File: src/rtl/text_cursor_layout_engine_core_assert.svh
// Assertion macros for the text cursor layout engine.
// Used by the top level; expects clk and rst_n in scope.
`ifndef TEXT_CURSOR_LAYOUT_ENGINE_CORE_ASSERT_SVH
`define TEXT_CURSOR_LAYOUT_ENGINE_CORE_ASSERT_SVH

// same-cycle implication
`define TCL_ASSERT_IMP(lbl, ante, cons) \
  lbl: assert property (@(posedge clk) disable iff (!rst_n) (ante) |-> (cons)) \
    else $error("tcl assertion failed: same-cycle check");

// next-cycle implication
`define TCL_ASSERT_NXT(lbl, ante, cons) \
  lbl: assert property (@(posedge clk) disable iff (!rst_n) (ante) |=> (cons)) \
    else $error("tcl assertion failed: next-cycle check");

`endif

File: src/rtl/tcl_pkg.sv
// Shared types and constants for the text cursor layout engine.
// No dependencies.
package tcl_pkg;

  typedef enum logic [3:0] {
    ACT_DRAW      = 4'd0,
    ACT_NEWLINE   = 4'd1,
    ACT_TAB       = 4'd2,
    ACT_LEAD_PEND = 4'd3,
    ACT_PAIR      = 4'd4,
    ACT_LONE      = 4'd5,
    ACT_NONPRINT  = 4'd6,
    ACT_RANGE     = 4'd7,
    ACT_STOPPED   = 4'd8,
    ACT_RESET     = 4'd9
  } act_t;

  typedef enum logic [1:0] {
    S_IDLE,
    S_EXEC,
    S_DIV,
    S_OUT
  } st_t;

  localparam logic [2:0] REG_GLYPH_COUNT = 3'd0;
  localparam logic [2:0] REG_CHAR_WIDTH  = 3'd1;
  localparam logic [2:0] REG_CHAR_HEIGHT = 3'd2;
  localparam logic [2:0] REG_LETTER_SP   = 3'd3;
  localparam logic [2:0] REG_LINE_HEIGHT = 3'd4;
  localparam logic [2:0] REG_TAB_PITCH   = 3'd5;
  localparam logic [2:0] REG_GLYPH_CAP   = 3'd6;

  localparam int CFG_DW = 16;
  localparam int TS_W   = 10;

  typedef struct packed {
    logic load;
    logic div_start;
    logic commit;
  } cmd_t;

  typedef struct packed {
    logic need_div;
    logic div_done;
  } stat_t;

  function automatic logic is_lead(input logic [7:0] c);
    return (c >= 8'h81 && c <= 8'h9F) || (c >= 8'hE0 && c <= 8'hFC);
  endfunction

  function automatic logic is_trail(input logic [7:0] c);
    return (c >= 8'h40 && c <= 8'h7E) || (c >= 8'h80 && c <= 8'hFC);
  endfunction

endpackage

File: src/rtl/tcl_ctrl.sv
// Controller FSM for the text cursor layout engine.
// Depends on tcl_pkg.
module tcl_ctrl import tcl_pkg::*; (
  input  logic  clk,
  input  logic  rst_n,
  input  logic  in_valid,
  output logic  in_ready,
  output logic  out_valid,
  input  logic  out_ready,
  input  stat_t stat,
  output cmd_t  cmd
);

  st_t state_r, state_nxt;

  always_ff @(posedge clk) begin
    if (!rst_n) state_r <= S_IDLE;
    else        state_r <= state_nxt;
  end

  always_comb begin
    state_nxt = state_r;
    unique case (state_r)
      S_IDLE: if (in_valid) state_nxt = S_EXEC;
      S_EXEC: state_nxt = stat.need_div ? S_DIV : S_OUT;
      S_DIV:  if (stat.div_done) state_nxt = S_OUT;
      S_OUT:  if (out_ready) state_nxt = S_IDLE;
      default: state_nxt = S_IDLE;
    endcase
  end

  always_comb begin
    in_ready      = 1'b0;
    out_valid     = 1'b0;
    cmd           = '0;
    unique case (state_r)
      S_IDLE: begin
        in_ready = 1'b1;
        cmd.load = in_valid;
      end
      S_EXEC: begin
        cmd.div_start = stat.need_div;
        cmd.commit    = !stat.need_div;
      end
      S_DIV:  cmd.commit = stat.div_done;
      S_OUT:  out_valid = 1'b1;
      default: ;
    endcase
  end

endmodule

File: src/rtl/tcl_div.sv
// Bit-serial remainder unit: pen x modulo the tab stop, one bit a cycle.
// Depends on tcl_pkg.
module tcl_div import tcl_pkg::*; #(
  parameter int COORD_BITS = 16
) (
  input  logic                  clk,
  input  logic                  rst_n,
  input  logic                  start,
  input  logic [COORD_BITS-1:0] dividend,
  input  logic [TS_W-1:0]       divisor,
  output logic                  done,
  output logic [TS_W-1:0]       rem
);

  localparam int CNT_W = $clog2(COORD_BITS + 1);

  logic [CNT_W-1:0]      cnt_r, cnt_nxt;
  logic [COORD_BITS-1:0] sh_r, sh_nxt;
  logic [TS_W-1:0]       rem_r, rem_nxt;
  logic [TS_W:0]         trial;

  always_comb begin
    cnt_nxt = cnt_r;
    sh_nxt  = sh_r;
    rem_nxt = rem_r;
    trial   = {rem_r, sh_r[COORD_BITS-1]};
    if (start) begin
      cnt_nxt = CNT_W'(COORD_BITS);
      sh_nxt  = dividend;
      rem_nxt = '0;
    end else if (cnt_r != '0) begin
      cnt_nxt = cnt_r - CNT_W'(1);
      sh_nxt  = sh_r << 1;
      // remainder stays below the divisor, so it fits after the subtract
      if (trial >= {1'b0, divisor}) rem_nxt = TS_W'(trial - {1'b0, divisor});
      else                          rem_nxt = TS_W'(trial);
    end
  end

  always_ff @(posedge clk) begin
    if (!rst_n) cnt_r <= '0;
    else        cnt_r <= cnt_nxt;
  end

  always_ff @(posedge clk) begin
    sh_r  <= sh_nxt;
    rem_r <= rem_nxt;
  end

  assign done = (cnt_r == '0);
  assign rem  = rem_r;

endmodule

File: src/rtl/tcl_dp.sv
// Datapath: config registers, pen and counters, byte classification, result register.
// Depends on tcl_pkg and tcl_div.
module tcl_dp import tcl_pkg::*; #(
  parameter int COORD_BITS = 16,
  parameter int COUNT_BITS = 32
) (
  input  logic                  clk,
  input  logic                  rst_n,
  input  logic                  cfg_wr_en,
  input  logic [2:0]            cfg_index,
  input  logic [CFG_DW-1:0]     cfg_wdata,
  input  logic                  in_kind,
  input  logic [7:0]            in_text_byte,
  input  logic                  in_last_of_string,
  input  cmd_t                  cmd,
  output stat_t                 stat,
  output logic [3:0]            out_action,
  output logic [COORD_BITS-1:0] out_x_pos,
  output logic [COORD_BITS-1:0] out_y_pos,
  output logic [7:0]            out_glyph_num,
  output logic [15:0]           out_drawn_in_string,
  output logic [COUNT_BITS-1:0] out_chars_drawn_total,
  output logic [COUNT_BITS-1:0] out_lines_total,
  output logic [COUNT_BITS-1:0] out_tabs_total,
  output logic [COUNT_BITS-1:0] out_sjis_pairs_total,
  output logic [COUNT_BITS-1:0] out_sjis_lone_total,
  output logic [COUNT_BITS-1:0] out_nonprintable_total,
  output logic [COUNT_BITS-1:0] out_out_of_range_total
);

  localparam logic [COUNT_BITS-1:0] ONE = COUNT_BITS'(1);

  // configuration
  logic [8:0]      gc_r;
  logic [5:0]      cw_r, ch_r;
  logic [3:0]      ls_r;
  logic [7:0]      lh_r;
  logic [TS_W-1:0] ts_r;
  logic [15:0]     mc_r;

  always_ff @(posedge clk) begin
    if (!rst_n) begin
      gc_r <= '0; cw_r <= 6'd8; ch_r <= 6'd8; ls_r <= 4'd1;
      lh_r <= '0; ts_r <= '0;   mc_r <= '0;
    end else if (cfg_wr_en) begin
      unique case (cfg_index)
        REG_GLYPH_COUNT: gc_r <= cfg_wdata[8:0];
        REG_CHAR_WIDTH:  cw_r <= cfg_wdata[5:0];
        REG_CHAR_HEIGHT: ch_r <= cfg_wdata[5:0];
        REG_LETTER_SP:   ls_r <= cfg_wdata[3:0];
        REG_LINE_HEIGHT: lh_r <= cfg_wdata[7:0];
        REG_TAB_PITCH:   ts_r <= cfg_wdata[TS_W-1:0];
        REG_GLYPH_CAP:   mc_r <= cfg_wdata;
        default: ;
      endcase
    end
  end

  // held request
  logic       kind_r, last_r;
  logic [7:0] byte_r;

  always_ff @(posedge clk) begin
    if (cmd.load) begin
      kind_r <= in_kind;
      byte_r <= in_text_byte;
      last_r <= in_last_of_string;
    end
  end

  // state
  logic [COORD_BITS-1:0] px_r, px_nxt, py_r, py_nxt;
  logic                  pend_r, pend_nxt, stop_r, stop_nxt;
  logic [15:0]           sd_r, sd_nxt, sd_rep;
  logic [COUNT_BITS-1:0] c_drawn_r, c_line_r, c_tab_r, c_pair_r, c_lone_r, c_np_r, c_rng_r;
  logic [COUNT_BITS-1:0] c_drawn_nxt, c_line_nxt, c_tab_nxt, c_pair_nxt, c_lone_nxt;
  logic [COUNT_BITS-1:0] c_np_nxt, c_rng_nxt;
  act_t                  act;
  logic [COORD_BITS-1:0] ox, oy;
  logic [7:0]            og;
  logic [7:0]            lh_eff;
  logic                  tab_hit;

  logic            div_done;
  logic [TS_W-1:0] rem;

  tcl_div #(.COORD_BITS(COORD_BITS)) u_div (
    .clk      (clk),
    .rst_n    (rst_n),
    .start    (cmd.div_start),
    .dividend (px_r),
    .divisor  (ts_r),
    .done     (div_done),
    .rem      (rem)
  );

  always_comb begin
    lh_eff = (lh_r != '0) ? lh_r : ((ch_r != '0) ? {2'b00, ch_r} : 8'd1);
  end

  always_comb begin
    px_nxt = px_r; py_nxt = py_r; pend_nxt = pend_r; stop_nxt = stop_r; sd_nxt = sd_r;
    c_drawn_nxt = c_drawn_r; c_line_nxt = c_line_r; c_tab_nxt = c_tab_r;
    c_pair_nxt = c_pair_r; c_lone_nxt = c_lone_r; c_np_nxt = c_np_r; c_rng_nxt = c_rng_r;
    act     = ACT_RESET;
    og      = '0;
    tab_hit = 1'b0;
    if (kind_r) begin
      px_nxt = '0; py_nxt = '0; pend_nxt = 1'b0; stop_nxt = 1'b0; sd_nxt = '0;
      c_drawn_nxt = '0; c_line_nxt = '0; c_tab_nxt = '0; c_pair_nxt = '0;
      c_lone_nxt = '0; c_np_nxt = '0; c_rng_nxt = '0;
      act = ACT_RESET;
    end else if (pend_r && is_trail(byte_r)) begin
      pend_nxt   = 1'b0;
      c_pair_nxt = c_pair_r + ONE;
      act        = ACT_PAIR;
    end else begin
      // a pending lead that got no trail counts as lone, then the byte runs fresh
      pend_nxt = 1'b0;
      if (pend_r) c_lone_nxt = c_lone_r + ONE;
      if (stop_r || (mc_r != '0 && sd_r >= mc_r)) begin
        stop_nxt = 1'b1;
        act      = ACT_STOPPED;
      end else if (is_lead(byte_r)) begin
        if (last_r) begin
          c_lone_nxt = c_lone_nxt + ONE;
          act        = ACT_LONE;
        end else begin
          pend_nxt = 1'b1;
          act      = ACT_LEAD_PEND;
        end
      end else if (byte_r == 8'h0A) begin
        px_nxt     = '0;
        py_nxt     = py_r + COORD_BITS'(lh_eff);
        c_line_nxt = c_line_r + ONE;
        act        = ACT_NEWLINE;
      end else if (byte_r == 8'h09 && ts_r != '0) begin
        tab_hit   = 1'b1;
        // next multiple of the tab stop: x - (x mod ts) + ts
        px_nxt    = px_r - COORD_BITS'(rem) + COORD_BITS'(ts_r);
        c_tab_nxt = c_tab_r + ONE;
        act       = ACT_TAB;
      end else if (byte_r < 8'h20 || byte_r > 8'h7E) begin
        c_np_nxt = c_np_r + ONE;
        act      = ACT_NONPRINT;
      end else if ({1'b0, byte_r - 8'h20} >= gc_r) begin
        c_rng_nxt = c_rng_r + ONE;
        act       = ACT_RANGE;
      end else begin
        og          = byte_r - 8'h20;
        px_nxt      = px_r + COORD_BITS'(cw_r) + COORD_BITS'(ls_r);
        sd_nxt      = sd_r + 16'd1;
        c_drawn_nxt = c_drawn_r + ONE;
        act         = ACT_DRAW;
      end
    end
    ox     = (act == ACT_DRAW) ? px_r : px_nxt;
    oy     = (act == ACT_DRAW) ? py_r : py_nxt;
    sd_rep = sd_nxt;
    if (!kind_r && last_r) begin
      sd_nxt = '0; stop_nxt = 1'b0; pend_nxt = 1'b0;
    end
  end

  assign stat.need_div = tab_hit;
  assign stat.div_done = div_done;

  always_ff @(posedge clk) begin
    if (!rst_n) begin
      px_r <= '0; py_r <= '0; pend_r <= 1'b0; stop_r <= 1'b0; sd_r <= '0;
      c_drawn_r <= '0; c_line_r <= '0; c_tab_r <= '0; c_pair_r <= '0;
      c_lone_r <= '0; c_np_r <= '0; c_rng_r <= '0;
    end else if (cmd.commit) begin
      px_r <= px_nxt; py_r <= py_nxt; pend_r <= pend_nxt; stop_r <= stop_nxt; sd_r <= sd_nxt;
      c_drawn_r <= c_drawn_nxt; c_line_r <= c_line_nxt; c_tab_r <= c_tab_nxt;
      c_pair_r <= c_pair_nxt; c_lone_r <= c_lone_nxt; c_np_r <= c_np_nxt;
      c_rng_r <= c_rng_nxt;
    end
  end

  // result register
  always_ff @(posedge clk) begin
    if (cmd.commit) begin
      out_action             <= act;
      out_x_pos              <= ox;
      out_y_pos              <= oy;
      out_glyph_num          <= og;
      out_drawn_in_string    <= sd_rep;
      out_chars_drawn_total  <= c_drawn_nxt;
      out_lines_total        <= c_line_nxt;
      out_tabs_total         <= c_tab_nxt;
      out_sjis_pairs_total   <= c_pair_nxt;
      out_sjis_lone_total    <= c_lone_nxt;
      out_nonprintable_total <= c_np_nxt;
      out_out_of_range_total <= c_rng_nxt;
    end
  end

endmodule

File: src/rtl/text_cursor_layout_engine_core.sv
// Top level of the text cursor layout engine: controller plus datapath.
// Depends on tcl_pkg, tcl_ctrl, tcl_dp, tcl_div and the assertion header.
//
// One byte request at a time: accepted in idle, evaluated the next cycle and
// presented as a result in the OUT state, held there until out_ready. A tab
// with a nonzero tab stop also runs the bit-serial remainder unit in the DIV
// state, stepping through every bit of pen x, before the new pen is committed.
// Config writes take effect at once and must be made while no request is in flight.
`include "text_cursor_layout_engine_core_assert.svh"
module text_cursor_layout_engine_core import tcl_pkg::*; #(
  parameter int COORD_BITS = 16,
  parameter int COUNT_BITS = 32
) (
  input  logic                  clk,
  input  logic                  rst_n,
  input  logic                  cfg_wr_en,
  input  logic [2:0]            cfg_index,
  input  logic [CFG_DW-1:0]     cfg_wdata,
  input  logic                  in_valid,
  output logic                  in_ready,
  input  logic                  in_kind,
  input  logic [7:0]            in_text_byte,
  input  logic                  in_last_of_string,
  output logic                  out_valid,
  input  logic                  out_ready,
  output logic [3:0]            out_action,
  output logic [COORD_BITS-1:0] out_x_pos,
  output logic [COORD_BITS-1:0] out_y_pos,
  output logic [7:0]            out_glyph_num,
  output logic [15:0]           out_drawn_in_string,
  output logic [COUNT_BITS-1:0] out_chars_drawn_total,
  output logic [COUNT_BITS-1:0] out_lines_total,
  output logic [COUNT_BITS-1:0] out_tabs_total,
  output logic [COUNT_BITS-1:0] out_sjis_pairs_total,
  output logic [COUNT_BITS-1:0] out_sjis_lone_total,
  output logic [COUNT_BITS-1:0] out_nonprintable_total,
  output logic [COUNT_BITS-1:0] out_out_of_range_total
);

  cmd_t  cmd;
  stat_t stat;

  tcl_ctrl u_ctrl (
    .clk       (clk),
    .rst_n     (rst_n),
    .in_valid  (in_valid),
    .in_ready  (in_ready),
    .out_valid (out_valid),
    .out_ready (out_ready),
    .stat      (stat),
    .cmd       (cmd)
  );

  tcl_dp #(.COORD_BITS(COORD_BITS), .COUNT_BITS(COUNT_BITS)) u_dp (
    .clk                    (clk),
    .rst_n                  (rst_n),
    .cfg_wr_en              (cfg_wr_en),
    .cfg_index              (cfg_index),
    .cfg_wdata              (cfg_wdata),
    .in_kind                (in_kind),
    .in_text_byte           (in_text_byte),
    .in_last_of_string      (in_last_of_string),
    .cmd                    (cmd),
    .stat                   (stat),
    .out_action             (out_action),
    .out_x_pos              (out_x_pos),
    .out_y_pos              (out_y_pos),
    .out_glyph_num          (out_glyph_num),
    .out_drawn_in_string    (out_drawn_in_string),
    .out_chars_drawn_total  (out_chars_drawn_total),
    .out_lines_total        (out_lines_total),
    .out_tabs_total         (out_tabs_total),
    .out_sjis_pairs_total   (out_sjis_pairs_total),
    .out_sjis_lone_total    (out_sjis_lone_total),
    .out_nonprintable_total (out_nonprintable_total),
    .out_out_of_range_total (out_out_of_range_total)
  );

  // one request in flight: no new accept until its result is taken
  `TCL_ASSERT_NXT(a_busy_after_accept, in_valid && in_ready, !in_ready && !out_valid)
  `TCL_ASSERT_IMP(a_no_overlap, out_valid, !in_ready)
  `TCL_ASSERT_NXT(a_idle_after_take, out_valid && out_ready, in_ready && !out_valid)

endmodule
File: config.mk
export PLATFORM = sky130hd
export DESIGN_NAME = text_cursor_layout_engine_core
export DESIGN_NICKNAME = d
export VERILOG_FILES = /design/src/rtl/tcl_pkg.sv /design/src/rtl/tcl_ctrl.sv /design/src/rtl/tcl_div.sv /design/src/rtl/tcl_dp.sv /design/src/rtl/text_cursor_layout_engine_core.sv
export VERILOG_INCLUDE_DIRS = /design/src /design/src/rtl
export SDC_FILE = /design/constraint.sdc
export NUM_CORES = 2
export LEC_CHECK = 0
export BUFFER_PORTS_ARGS = -buffer_cell sky130_fd_sc_hd__buf_2
export CAP_MARGIN = 20
export CORE_MARGIN = 3
export CORE_UTILIZATION = 52
export DETAILED_ROUTE_END_ITERATION = 7
export PLACE_DENSITY = 0.74
export SLEW_MARGIN = 20
export SYNTH_ARGS = -nofsm -noshare
export SYNTH_HDL_FRONTEND = slang
export SYNTH_SLANG_ARGS = --single-unit
File: constraint.sdc
create_clock -name clk -period 10.5 [get_ports clk]
set_input_delay 0.525 -clock clk [delete_from_list [all_inputs] [get_ports clk]]
set_output_delay 0.525 -clock clk [all_outputs]
set_load 0.005 [all_outputs]
==> results_dict.tcl <==
set metrics [dict create \
    status "finished clean" \
    grt_overflow 0 \
    ys_top_cells_by_area "edfxtp_1, dfxtp_1, nand2_1" \
    power_frac_clock_pct 31.4 \
    drv_slew 0 \
    wirelength_mm 97.6 \
    seq_power_share_pct 42.9 \
    antenna_cells 0 \
    yosys.area.top_type_share_pct 26.7 \
    drt_iter0_drc 3164 \
    reg2regPathDepth 11 \
    timing.critical_path.from "u_dp.byte_r[7]$_DFFE_PP_" \
    grt_max_degree 232 \
    synth_top_area_cell "edfxtp_1" \
    netSwitchingFraction_pct 33.8 \
    worstSetupEndpointType "flop" \
    cts_hold_buf 0 \
    fp.dieW_um 265 \
    synth.most_common_cell "nand2_1" \
    cts_htree_levels 3 \
    path_cells "or2_2 -> nor4_1 -> and4b_1 -> buf_4 -> nand2_1 -> o21ai_2 -> a21boi_1 -> o21ai_4 -> buf_12 -> nand2_1 -> a31oi_1" \
    setup_ws_ns 5.66 \
    wl_per_cell_um 19.8 \
    worstSetupPathDepth 11 \
    crit_arrival_ns 5.39 \
    max_stage_delay_ns 0.68 \
    max_freq_ghz 0.206 \
    p_int_mw 5.28 \
    cp_slowest_cell "buf_12" \
    fin_crit_sh_pct 46.1 \
    gp_congestion 0.950 \
    cts_buffer_depth 3 \
    worst_ep_required_time_ns 11.04 \
    num_vias 29800 \
    ys_warn_count 0 \
    grt_pass1_vias 27300 \
    postCtsSetupRepairBufs 0 \
    synth_mux_area_share_pct 1.34 \
    start_kind "flop" \
    cts_buffers 71 \
    grt_pass1_wl_mm 152 \
    power_density_nw_per_um2 204 \
    rsz0062_at_grt "false" \
    worst_slew_pin_slew_ns 1.16 \
    syn_nets 3977 \
    clk_pin_slew_worst_paths_ns 0.06 \
    cap_violations 0 \
    clk_latency_ns 0.63 \
    place_ws_ns 5.80 \
    fin_cells 4936 \
    synth_compound_area_share_pct 15.2 \
    drcViolationCount 0 \
    cts_num_sinks 660 \
    first_pass_iters 6 \
    synth.distinct_cells 87 \
    path_buf_inv 2 \
    yosys-top-cells-count "nand2_1, nor2_1, dfxtp_1" \
    fill_cells 5654 \
    cp_common_cell "nand2_1" \
    hpwlAfterDp_mm 64.3 \
    synth_fa_ha_area_share_pct 4.10 \
    worstSetupPathType "flop to flop" \
    final-hold-violation-count 0 \
    cts_resized 0 \
    ir_drop_uv 289 \
    synth_seq_cells 660 \
    antenna_found_initial 0 \
    switchingPower_mw 2.69 \
    chipHeight_um 265 \
    r2r_start "u_dp.byte_r[7]$_DFFE_PP_" \
    synth_top_family_by_area "simple AND/OR/NAND/NOR gates" \
    multi_input_area_um2 17100 \
    synth_edf_count 310 \
    syn-cell-area_um2 34800 \
    synth-main-ff-cell "dfxtp_1" \
    leakage_nw 13.9 \
    combPwrFrac_pct 25.7 \
    fin_nets 4151 \
    std_cell_rows 94 \
    synth_xor_area_share_pct 6.84 \
    vias_per_cell 6.04 \
    path_delay_family "simple AND/OR/NAND/NOR gates" \
    grt_usage_pct 26.9 \
    ys_seq_area_share_pct 46.9 \
    ios 320 \
    dp_cells 4804 \
    crit_end "u_dp.c_drawn_r[17]$_SDFFE_PN0P_" \
    ff2ff_setup_slack_ns 5.66 \
    drtAntennaViolNets 0 \
    setup_violations 0 \
    setup_tns_ns 0 \
    portBuffers 319 \
    start_util_pct 52.8 \
    maxSlewHeadroom_pct 22.4 \
    syn_to_final_growth_pct 12.5 \
    hp-class "primary input to flop" \
    seq_area_um2 16300 \
    finalCriticalPeriod_ns 4.84 \
    syn_area_per_cell_um2 9.07 \
    die_area_um2 70100 \
    drive_gt1_share_pct 12.3 \
    synthArstFlopShare_pct 0 \
    timing.rr.end "u_dp.c_drawn_r[17]$_SDFFE_PN0P_" \
    root_buffer "clkbuf_16" \
    fin_util_pct 59.3 \
    syn_inst 3839 \
    synth-simple-area-share_pct 21.4 \
    cts_tree "done" \
    fin_skew_ns 0.0221 \
    coreArea_um2 66000 \
    crit_fanout 231 \
]
## state kept, by name, summed over array words and instances (netlist names), 32 cells and up
register                     cells
u_dp.c_drawn_r                  32
u_dp.c_line_r                   32
u_dp.c_lone_r                   32
u_dp.c_np_r                     32
u_dp.c_pair_r                   32
u_dp.c_rng_r                    32
u_dp.c_tab_r                    32
u_dp.out_chars_drawn_total      32
u_dp.out_lines_total            32
u_dp.out_nonprintable_total     32
u_dp.out_out_of_range_total     32
u_dp.out_sjis_lone_total        32
u_dp.out_sjis_pairs_total       32
u_dp.out_tabs_total             32
## cells by family after synthesis
kind of cell	Yosys count
mux	46
simple gates	1518
buf+inv	375
compound gates	864
fa+ha+maj	104
xor+xnor	272
flops	660
## metal layers
metal	vias up	track usage (%)	routed length (um)
met4	0	12.0	4160
met3	215	3.89	8180
met1	14100	37.6	41200
li1	14200	-	-
met2	1314	41.7	44100
met5	-	0	0
## worst min path at each step
stage | from | end | slack [ns] | cells past startpoint
3_3_place_gp | u_dp.gc_r[1]$_SDFFE_PN0P_ | u_dp.gc_r[1]$_SDFFE_PN0P_ | 0.44 | 2
2_1_floorplan | u_dp.gc_r[1]$_SDFFE_PN0P_ | u_dp.gc_r[1]$_SDFFE_PN0P_ | 0.44 | 2
3_5_place_dp | u_dp.gc_r[2]$_SDFFE_PN0P_ | u_dp.gc_r[2]$_SDFFE_PN0P_ | 0.45 | 2
6_report | in_text_byte[0] | u_dp.byte_r[0]$_DFFE_PP_ | 0.07 | 1
4_1_cts | in_text_byte[0] | u_dp.byte_r[0]$_DFFE_PP_ | 0.05 | 1
5_1_grt | in_text_byte[0] | u_dp.byte_r[0]$_DFFE_PP_ | 0.05 | 1
## power by group through the flow
stage	Sequential (mW)	Combinational [mW]	Clock, mW
finish	3.42	2.05	2.50
floorplan	3.52	1.22	0
CTS	3.43	2.05	2.53
global route	3.46	2.25	2.64
detailed placement	3.48	2.04	0
global placement	3.48	2.01	0
## through the flow
| stage | instance area, um^2 | hold slack (ns) | power, mW |
|---|---|---|---|
| after floorplan | 34800 | 0.436 | 4.75 |
| after global placement | 36900 | 0.442 | 5.49 |
| after detailed placement | 36900 | 0.448 | 5.51 |
| after CTS | 39100 | 0.0533 | 8.01 |
| after global routing | 39100 | 0.0548 | 8.35 |
| final | 39100 | 0.0734 | 7.97 |
## area by class of cell
class	count	share of cell area [%]
clock inverter	39	1.04
clock buffer	93	4.79
multi-input combinational	2804	43.7
inverter	127	1.26
sequential	660	41.7
timing repair buffer	349	4.76
tap	864	2.76
## layout by cell type, fill, tap and decap left out, drive strengths merged, types with 42 or more instances in the layout
cell,instances
nand2,426
nor2,387
dfxtp,350
buf,349
a21oi,319
edfxtp,310
o21ai,198
nand3,156
xor2,141
inv,134
xnor2,131
or3,117
clkbuf,93
ha,87
nor3,78
and3,77
nand4,73
a31oi,54
mux2i,42
Power figures use the tool's default switching activity.
